### config.mk
export PLATFORM = sky130hd
export DESIGN_NAME = overwriting_fifo_with_high_water_core
export DESIGN_NICKNAME = d
export VERILOG_FILES = /design/src/design/ofhw_pkg.sv /design/src/design/overwriting_fifo_with_high_water_core.sv /design/src/design/ofhw_cell.sv
export SDC_FILE = /design/constraint.sdc
export NUM_CORES = 1
export LEC_CHECK = 0
export ABC_AREA = 1
export BUFFER_PORTS_ARGS = -buffer_cell sky130_fd_sc_hd__buf_4
export CORE_MARGIN = 2
export CORE_UTILIZATION = 50
export CTS_CLUSTER_DIAMETER = 120
export DETAILED_ROUTE_END_ITERATION = 8
export PLACE_DENSITY = 0.67
export SLEW_MARGIN = 5
export SYNTH_ARGS = -nofsm -noshare
export SYNTH_HDL_FRONTEND = slang
export SYNTH_SLANG_ARGS = --single-unit
### constraint.sdc
create_clock -name clk -period 5.6 [get_ports clk]
set_input_delay 0.28 -clock clk [delete_from_list [all_inputs] [get_ports clk]]
set_output_delay 0.28 -clock clk [all_outputs]
set_load 0.1 [all_outputs]
### src/design/ofhw_pkg.sv
// shared types and constants for the overwriting fifo with high-water count
// no dependencies

package ofhw_pkg;

  localparam int CNT_W = 5;
  localparam int CFG_ADDR_W = 2;

  localparam logic OP_ENQ = 1'b0;
  localparam logic OP_DEQ = 1'b1;

  localparam logic [CFG_ADDR_W-1:0] CFG_INITIAL_CAP = 2'd0;
  localparam logic [CFG_ADDR_W-1:0] CFG_MAX_CAP     = 2'd1;

  typedef struct packed {
    logic shift;
    logic load;
  } ofhw_cell_ctl_t;

endpackage

### src/design/overwriting_fifo_with_high_water_core.sv
// top level of the overwriting fifo with high-water capacity count
// builds a chain of ofhw_cell instances, oldest word in cell 0; uses ofhw_pkg
//
// usage:
//   in_*  : one item per handshake, in_tuser is the opcode (enqueue or dequeue),
//           in_tdata carries the word to enqueue.
//   out_* : one result item per input item: removed word, head word, fill level
//           and capacity count.
//   cfg_* : write-only register port, used while the block is idle; in_tready is low during a write.
// an item is accepted and processed in the same cycle; its result sits in the output
// register on the next cycle, so throughput is one item per cycle while out_tready
// stays high and cfg_we stays low. the path per cycle is the count compare
// and the one-step shift of the cell chain.
// when the receiver stalls the result is held and in_tready drops until it is
// taken; a result taken in the same cycle lets the next item in.
// reset clears fill level and capacity count and sets the maximum to 16;
// cell contents are not cleared, words are only read once written.
// enqueue on a full queue shifts out the oldest word and keeps the fill level.

module overwriting_fifo_with_high_water_core
  import ofhw_pkg::*;
#(
  parameter int DEPTH     = 16,
  parameter int WORD_BITS = 32
) (
  input  logic clk,
  input  logic rst_n,

  input  logic                   in_tvalid,
  output logic                   in_tready,
  // [0] data_in
  input  logic [((WORD_BITS+7)/8)*8-1:0] in_tdata,
  // [0] opcode
  input  logic                   in_tuser,

  output logic                   out_tvalid,
  input  logic                   out_tready,
  // data_out, head_word, fill_level, capacity_count, zero pad
  output logic [((2*WORD_BITS+2*CNT_W+7)/8)*8-1:0] out_tdata,
  // [0] data_valid, [1] head_valid
  output logic [1:0]             out_tuser,

  input  logic                   cfg_we,
  input  logic [CFG_ADDR_W-1:0]  cfg_addr,
  input  logic [CNT_W-1:0]       cfg_wdata
);

  localparam int OUT_TDATA_W = ((2*WORD_BITS+2*CNT_W+7)/8)*8;
  localparam int DEPTH_CLAMP = (DEPTH > 31) ? 31 : DEPTH;
  localparam logic [CNT_W-1:0] DEPTH_CNT = CNT_W'(DEPTH_CLAMP);

  logic [CNT_W-1:0] count_r, count_nxt;
  logic [CNT_W-1:0] grown_r, grown_nxt;
  logic [CNT_W-1:0] max_cap_r, max_cap_nxt;

  logic                 out_valid_r, out_valid_nxt;
  logic [WORD_BITS-1:0] dout_r, dout_nxt;
  logic                 dvalid_r, dvalid_nxt;
  logic [WORD_BITS-1:0] head_r, head_nxt;
  logic                 hvalid_r, hvalid_nxt;
  logic [CNT_W-1:0]     fill_r, fill_nxt;
  logic [CNT_W-1:0]     cap_r, cap_nxt;

  logic [CNT_W-1:0] emax;
  logic [CNT_W-1:0] count_inc;
  logic [CNT_W-1:0] load_idx;
  logic [CNT_W-1:0] cfg_lim;
  logic             acc, is_enq, full, shift_all, load_en;

  logic [WORD_BITS-1:0] cell_q   [DEPTH];
  logic [WORD_BITS-1:0] cell_nxt [DEPTH];

  assign in_tready = (!out_valid_r || out_tready) && !cfg_we;
  assign acc       = in_tvalid && in_tready;
  assign is_enq    = (in_tuser == OP_ENQ);

  always_comb begin
    emax = max_cap_r;
    if (emax == '0) begin
      emax = CNT_W'(1);
    end
    if (emax > DEPTH_CNT) begin
      emax = DEPTH_CNT;
    end
  end

  assign full      = (count_r >= emax);
  assign count_inc = count_r + CNT_W'(1);
  assign load_en   = acc && is_enq;
  assign load_idx  = full ? (count_r - CNT_W'(1)) : count_r;
  assign shift_all = acc && (is_enq ? full : (count_r != '0));
  assign cfg_lim   = (cfg_wdata > emax) ? emax : cfg_wdata;

  // cell chain
  for (genvar i = 0; i < DEPTH; i++) begin : g_cell
    ofhw_cell_ctl_t       ctl;
    logic [WORD_BITS-1:0] nbr;

    assign ctl.shift = shift_all;
    assign ctl.load  = load_en && (int'(load_idx) == i);

    if (i == DEPTH - 1) begin : g_last
      assign nbr = '0;
    end else begin : g_mid
      assign nbr = cell_q[i+1];
    end

    ofhw_cell #(
      .WORD_BITS(WORD_BITS)
    ) u_cell (
      .clk      (clk),
      .ctl      (ctl),
      .next_word(nbr),
      .new_word (in_tdata[WORD_BITS-1:0]),
      .word_q   (cell_q[i]),
      .word_nxt (cell_nxt[i])
    );
  end

  always_comb begin
    count_nxt     = count_r;
    grown_nxt     = grown_r;
    max_cap_nxt   = max_cap_r;
    out_valid_nxt = out_valid_r && !out_tready;
    dout_nxt      = dout_r;
    dvalid_nxt    = dvalid_r;
    head_nxt      = head_r;
    hvalid_nxt    = hvalid_r;
    fill_nxt      = fill_r;
    cap_nxt       = cap_r;

    if (cfg_we) begin
      case (cfg_addr)
        CFG_INITIAL_CAP: grown_nxt = (cfg_lim < count_r) ? count_r : cfg_lim;
        CFG_MAX_CAP:     max_cap_nxt = cfg_wdata;
        default:         ;
      endcase
    end else if (acc) begin
      dout_nxt   = '0;
      dvalid_nxt = 1'b0;
      if (is_enq) begin
        if (!full) begin
          count_nxt = count_inc;
          if (grown_r < count_inc) begin
            grown_nxt = count_inc;
          end
        end
      end else if (count_r != '0) begin
        count_nxt  = count_r - CNT_W'(1);
        dout_nxt   = cell_q[0];
        dvalid_nxt = 1'b1;
      end
      out_valid_nxt = 1'b1;
      hvalid_nxt    = (count_nxt != '0);
      head_nxt      = (count_nxt != '0) ? cell_nxt[0] : '0;
      fill_nxt      = count_nxt;
      cap_nxt       = grown_nxt;
    end
  end

  always_ff @(posedge clk) begin
    if (!rst_n) begin
      count_r     <= '0;
      grown_r     <= '0;
      max_cap_r   <= CNT_W'(16);
      out_valid_r <= 1'b0;
    end else begin
      count_r     <= count_nxt;
      grown_r     <= grown_nxt;
      max_cap_r   <= max_cap_nxt;
      out_valid_r <= out_valid_nxt;
    end
    dout_r   <= dout_nxt;
    dvalid_r <= dvalid_nxt;
    head_r   <= head_nxt;
    hvalid_r <= hvalid_nxt;
    fill_r   <= fill_nxt;
    cap_r    <= cap_nxt;
  end

  assign out_tvalid = out_valid_r;
  assign out_tdata  = OUT_TDATA_W'({cap_r, fill_r, head_r, dout_r});
  assign out_tuser  = {hvalid_r, dvalid_r};

  a_count_bound: assert property (@(posedge clk) disable iff (!rst_n)
    count_r <= DEPTH_CNT)
    else $error("fill level beyond cell count");

  a_grown_ge_count: assert property (@(posedge clk) disable iff (!rst_n)
    grown_r >= count_r)
    else $error("capacity count below fill level");

  a_result_follows: assert property (@(posedge clk) disable iff (!rst_n)
    (acc && !cfg_we) |=> out_valid_r)
    else $error("accepted item gave no result");

  a_deq_reports: assert property (@(posedge clk) disable iff (!rst_n)
    (acc && !cfg_we && !is_enq && count_r != '0) |=>
      (dvalid_r && fill_r == $past(count_r) - CNT_W'(1)))
    else $error("dequeue of a held word not reported");

  a_enq_head: assert property (@(posedge clk) disable iff (!rst_n)
    (acc && !cfg_we && is_enq) |=> (hvalid_r && fill_r != '0))
    else $error("enqueue left the queue empty");

endmodule

### src/design/ofhw_cell.sv
// one storage cell of the fifo chain: takes its neighbor's word on a shift
// or a new word on a load; uses ofhw_pkg

module ofhw_cell
  import ofhw_pkg::*;
#(
  parameter int WORD_BITS = 32
) (
  input  logic                 clk,
  input  ofhw_cell_ctl_t       ctl,
  input  logic [WORD_BITS-1:0] next_word,
  input  logic [WORD_BITS-1:0] new_word,
  output logic [WORD_BITS-1:0] word_q,
  output logic [WORD_BITS-1:0] word_nxt
);

  logic [WORD_BITS-1:0] word_r;

  always_comb begin
    word_nxt = word_r;
    if (ctl.load) begin
      word_nxt = new_word;
    end else if (ctl.shift) begin
      word_nxt = next_word;
    end
  end

  always_ff @(posedge clk) begin
    word_r <= word_nxt;
  end

  assign word_q = word_r;

endmodule

; ---- Yosys cells after proc, flatten, opt, wreduce, memory -nomap -nowiden
; Cells that the tools add are included.
[classes]
n_div = 0
n_mux = 52
eq_ne = 17
reduce_logical = 50
shifts = 0
n_lt_le_gt_ge = 5
n_mul = 0
addsub = 2
bitwise = 2
[op_table]
columns = op, count
row1 = two-way mux 32 bit, 32
row2 = two-way mux 5 bit, 16
row3 = "equality test 5 bit, second input constant", 8
row4 = nonzero test 2 bit, 16
row5 = logical AND 1 bit, 21
row6 = "equality test 5 x 4 -> 1 bit, second input constant", 4
row7 = "equality test 5 x 3 -> 1 bit, second input constant", 2
row8 = logical NOT 5 bit, 2
row9 = < comparator 5 bit, 2
row10 = nonzero test 5 bit, 2
row11 = AND reduction 2 bit, 4
row12 = "adder 5 x 1 -> 5 bit, second input constant", 1
row13 = "equality test 5 x 2 -> 1 bit, second input constant", 1
row14 = greater-or-equal comparator 5 bit, 1
row15 = > comparator 5 bit, 1
row16 = "> comparator 5 bit, second input constant", 1
row17 = "subtractor 5 x 1 -> 5 bit, second input constant", 1
row18 = two-way mux 1 bit, 4
row19 = logical NOT 1 bit, 3
row20 = "equality test 2 x 1 -> 1 bit, second input constant", 1
row21 = logical NOT 2 bit, 1
row22 = "inequality test 2 x 1 -> 1 bit, second input constant", 1
row23 = inverter 1 bit, 2
row24 = logical OR 1 bit, 1
[totals]
output_inout_bits = 84
mem_bits_ro = 0
inputBits = 45
mem_bits_rw = 0
regBits = 604
elab_cells = 154
n_memories = 0
latch_bits = 0

; ---- Depth between registers and ports, before layout
[logic_depth]
word_depth = 10
mapped_depth = 25
ltp_nobuf = 25

; ---- By module
; Synthesis repeated with hierarchy kept, for this count alone.
[hier_totals]
hier_cells = 4916
area_unflattened_um2 = 32292.2
[modules_own_cells]
columns = mod, cells_each, area_each_um2, seq_area_each_um2, n_inst
row1 = ofhw_cell, 272, 1716.6, 640.6, 16
row2 = overwriting_fifo_with_high_water_core, 564, 4825.9, 2602.5, 1

; ---- Worst setup path before layout
; OpenSTA, ideal clock, no wires.
[synth_timing]
path_type = register to register
start = reg out_valid_r (netlist: out_tvalid)
end = reg g_cell[10].u_cell.word_r[0] (enable)
path_stages_with_launch = 10
path_buffers = 2
setup_time_ps = 389
setup_slack_ps = -463
synth_period_minus_slack_ps = 6063
arrival_time_ps = 5674
required_ps = 5211
path_cell_list = dfxtp_1 > inv_1 > nor2_1 > nor2_1 > nand2_1 > inv_1 > nand3_1 > clkbuf_1 > buf_1 > nand2_1
[synth_between]
elab_chain_cells = 7
elab_cells_between_ends = 8
cone_classes = 8 x reduce/logical
[synth_rtl]
columns = element, line
row1 = "start, declared", overwriting_fifo_with_high_water_core.sv:56  ; logic out_valid_r, out_valid_nxt;
row2 = "start signal, assigned", overwriting_fifo_with_high_water_core.sv:171  ; out_valid_r <= out_valid_nxt;
row3 = logical NOT 1 bit *, overwriting_fifo_with_high_water_core.sv:73  ; assign in_tready = (!out_valid_r || out_tready) && !cfg_we;
row4 = logical OR 1 bit *, overwriting_fifo_with_high_water_core.sv:73
row5 = logical AND 1 bit *, overwriting_fifo_with_high_water_core.sv:73
row6 = named net in_tready, overwriting_fifo_with_high_water_core.sv:30  ; output logic in_tready,
row7 = logical AND 1 bit *, overwriting_fifo_with_high_water_core.sv:74  ; assign acc = in_tvalid && in_tready;
row8 = logical AND 1 bit, overwriting_fifo_with_high_water_core.sv:89  ; assign load_en = acc && is_enq;
row9 = logical AND 1 bit, overwriting_fifo_with_high_water_core.sv:100  ; assign ctl.load = load_en && (int'(load_idx) == i);
row10 = nonzero test 2 bit (no line) *, --
row11 = "end signal, assigned", ofhw_cell.sv:29  ; word_r <= word_nxt;
row12 = "end, declared", ofhw_cell.sv:17  ; logic [WORD_BITS-1:0] word_r;
; Mark *: on every way through the listed nets, which the timed path passes. The rest lies on a longest branch.
; A chain may end at the register's enable or synchronous reset.

; ---- Worst setup path in the final report
[layout_timing]
start = reg max_cap_r[0]
end = reg g_cell[5].u_cell.word_r[31] (enable)
[layout_between]
elab_chain_cells = 9
elab_cells_between_ends = 11
cone_classes = 2 x order compare / 1 x eq/ne / 4 x mux / 4 x reduce/logical
[layout_rtl]
columns = element, line
row1 = "start, declared", overwriting_fifo_with_high_water_core.sv:54  ; logic [CNT_W-1:0] max_cap_r, max_cap_nxt;
row2 = "start signal, assigned", overwriting_fifo_with_high_water_core.sv:170  ; max_cap_r <= max_cap_nxt;
row3 = logical NOT 5 bit, overwriting_fifo_with_high_water_core.sv:79  ; if (emax == '0) begin
row4 = two-way mux 5 bit *, overwriting_fifo_with_high_water_core.sv:79
row5 = > comparator 5 bit, overwriting_fifo_with_high_water_core.sv:82  ; if (emax > DEPTH_CNT) begin
row6 = two-way mux 5 bit *, overwriting_fifo_with_high_water_core.sv:82
row7 = greater-or-equal comparator 5 bit *, overwriting_fifo_with_high_water_core.sv:87  ; assign full = (count_r >= emax);
row8 = two-way mux 5 bit, overwriting_fifo_with_high_water_core.sv:90  ; assign load_idx = full ? (count_r - CNT_W'(1)) : count_r;
row9 = equality test 5 x 4 -> 1 bit, overwriting_fifo_with_high_water_core.sv:100
row10 = logical AND 1 bit, overwriting_fifo_with_high_water_core.sv:100
row11 = nonzero test 2 bit (no line) *, --
row12 = "end signal, assigned", ofhw_cell.sv:29
row13 = "end, declared", ofhw_cell.sv:17
; Every way passes the cells marked *; elsewhere a longest branch is shown, timed or not.

==> impl_results.md <==
- Hold crit path type: input pin to flop
- Post-synthesis mux area share: 0
- Post-Synth Adder-Cell Area: 0.01020
- # setup viols final: 0
- Ports: 129
- Final Cycle Share: 0.7445
- Die Ht: 231.0 um
- Worst setup path class: flop to flop
- Setup crit start: max_cap_r[0]$_SDFFE_PN0P_
- Root Buffer: clkbuf_16
- First-pass DRT Iterations: 6
- ANT cells: 0
- Number of gates resized after CTS: 0
- Synth Register Bits: 604
- Tot GR Track Use: 0.1847
- Post-CTS Setup Repair Bufs: 0
- Ys Warns: 0
- Rel. slew slack: 0.2170
- Final wirelength: 48660 um
- Leakage: 12.03 nW
- FMAX: 239.9 MHz
- # DRC: 0
- Simple-gate share of the synthesized area: 0.1538
- Overall Power: 11.33 mW
- Initial Util: 0.5042
- XOR/XNOR Fraction of Synth Area: 0.002380
- Core area: 51090 um2
- RSZ-0062 raised after global routing: false
- Compound-gate portion of the synthesized area: 0.09136
- PwrDens: 386.7 nW/um2
- Final min period: 4169 ps
- CTS H-tree lvls: 2
- WP data arrival: 4430 ps
- Distinct cells, synth: 35
- Synth Instances: 2405
- First-pass GRT wire length: 80110 um
- Vias/cell: 5.149
- Mapped Area: 25760 um2
- Vias: 16610
- Die Area: 53350 um2
- Iter 0 DRT Violations: 1397
- Largest family of logic cells by synthesized area: simple AND/OR/NAND/NOR gates
- CP startpoint kind: flop
- Commonest non-fill, non-tap cell in the layout: nand2_1
- Crit-path max FO: 65
- Max-cap violations: 0
- Vias in the first global route: 15350
- Chip width: 231.0 um
- Row count: 83
- HPWL Detailed: 32590 um
- Most frequent cells in the layout: nand2_1, edfxtp_1, o21ai_0
- CP endpoint: g_cell[5].u_cell.word_q[31]$_DFFE_PP_
- Syn avg cell area: 10.71 um2
- Setup TNS: 0 ps
- Placer Congestion: 0.8146
- Status: finished, final reports clean
- R2R Path End: g_cell[5].u_cell.word_q[31]$_DFFE_PP_
- Max clock buf depth: 3
- Final ANT Viol Nets: 0
- Worst slew pin tran: 1172 ps
- Pre-CTS setup slack: 1452 ps
- Worst EP required: 5860 ps
- Sequential area share after synthesis: 0.6854
- Clk sink count: 604
- Nets: 2560
- RR Startpoint: max_cap_r[0]$_SDFFE_PN0P_
- CTS tree: done
- GRT Residual Overflow: 0
- Placed Cells: 3072
- Hold Fails Final Rpt: 0
- Hold Startpoint: cfg_addr[0]
- Routed WL per cell: 15.09 um
- CTS Hold Bufs: 40
- Reg2Reg Depth: 17
- PortBufs: 122
- Initial antenna violation count: 0
- Skew final: 31.12 ps
- P&R area growth vs syn: 13.73%
- Worst R2R Setup Slack: 1430 ps
- Max Slew Vio Count: 0
- Critical Path Sink Type: flop
- Worst setup margin: 1431 ps
- Share of cells above drive strength 1: 0.1092
- Pin count of the biggest net entering global routing: 78
- Non-filler instance count after layout: 3225
- Worst-Skew Late Latency: 630 ps
- Number of buffers created by CTS: 60
- Clock slew at reported path FFs: 60 ps
- Peak supply drop: 0.0002686 V
- Final Core Density: 0.5734
-- cells in the mapped netlist, drive strengths merged --
| cell | instances | area, um2 |
|---|---|---|
| a211oi | 1 | 7.510 |
| a21oi | 21 | 105.1 |
| and2 | 5 | 31.28 |
| buf | 100 | 591.8 |
| clkbuf | 74 | 280.3 |
| conb | 1 | 3.750 |
| dfxtp | 48 | 960.9 |
| edfxtp | 556 | 16700 |
| ha | 21 | 262.8 |
| inv | 157 | 589.3 |
| nand2 | 702 | 2650 |
| nand3 | 139 | 720.7 |
| nand4 | 3 | 18.77 |
| nor2 | 123 | 505.5 |
| nor3 | 4 | 35.03 |
| o21a | 5 | 38.79 |
| o21ai | 437 | 2195 |
| o31ai | 1 | 7.510 |
| xnor2 | 2 | 17.52 |
| xor2 | 5 | 43.79 |
-- report_power, final --
part	total [mW]	internal (mW)	switching, mW
Combinational	1.88	0.468	1.42
Sequential	5.55	5.45	0.102
Clock	3.89	2.23	1.67
Total	11.3	8.14	3.19
-- through the flow --
step	hold WS, ps	area (um2)
floorplan	434.3	25780
global placement	466.8	26990
detailed placement	472.0	26990
CTS	142.9	29300
global route	207.9	29300
finish	190.3	29300
-- state kept, by name, summed over array words and instances, names as in the netlist --
name	cells
out_tvalid	1
cap_r	5
dout_r	32
dvalid_r	1
grown_r	5
max_cap_r	5
hvalid_r	1
count_r	5
fill_r	5
head_r	32
g_cell.u_cell.word_q	512
-- cell type report --
cell class | instances | area [um2]
Clock buffer | 88 | 1647
Clock inverter | 25 | 259.0
Fill cell | 4151 | 21800
Inverter | 157 | 593.1
Multi-Input combinational cell | 1475 | 6720
Sequential cell | 604 | 17660
Tap cell | 680 | 850.8
Timing Repair Buffer | 196 | 1572
-- cells by family (layout without fill, tap and decap cells) --
| logic type | count (synthesis) | count (layout) |
|---|---|---|
| flops | 604 | 604 |
| buf+inv | 331 | 466 |
| other cells | 1 | 6 |
| fa+ha+maj | 21 | 21 |
| simple gates | 976 | 976 |
| xor+xnor | 7 | 7 |
| compound gates | 465 | 465 |
-- worst max-delay path, cell delays in order, from the launching register on --
cell and delay, ps:
dfxtp_1 310, nor2_1 100, nand2_1 80, nand2_1 60, inv_1 40, nor2_1 80, inv_1 80, ha_1 290
nand2_1 80, inv_1 40, nand4_1 140, nand3_4 200, o21ai_2 390, inv_2 180, nor2_8 470, nand2_2 650
nand2_1 210, buf_4 370
-- worst min-delay path by stage --
stage	endpoint	slack (ps)	depth (start not counted)
finish	max_cap_r[1]$_SDFFE_PN0P_	190	3
global route	max_cap_r[1]$_SDFFE_PN0P_	210	3
CTS	max_cap_r[1]$_SDFFE_PN0P_	140	3
detailed placement	max_cap_r[0]$_SDFFE_PN0P_	470	2
global placement	max_cap_r[2]$_SDFFE_PN0P_	470	2
floorplan	max_cap_r[4]$_SDFFE_PN1P_	430	2
-- routing by layer --
metal | vias to the layer above | track usage | wire length [um]
met3 | 68 | 0.02841 | 3014
met1 | 7744 | 0.2727 | 22960
met2 | 448 | 0.2869 | 21780
met5 | - | 0 | 0
met4 | 0 | 0.04879 | 900
li1 | 8347 | - | -
No activity file was read; power rests on OpenSTA's default activity.
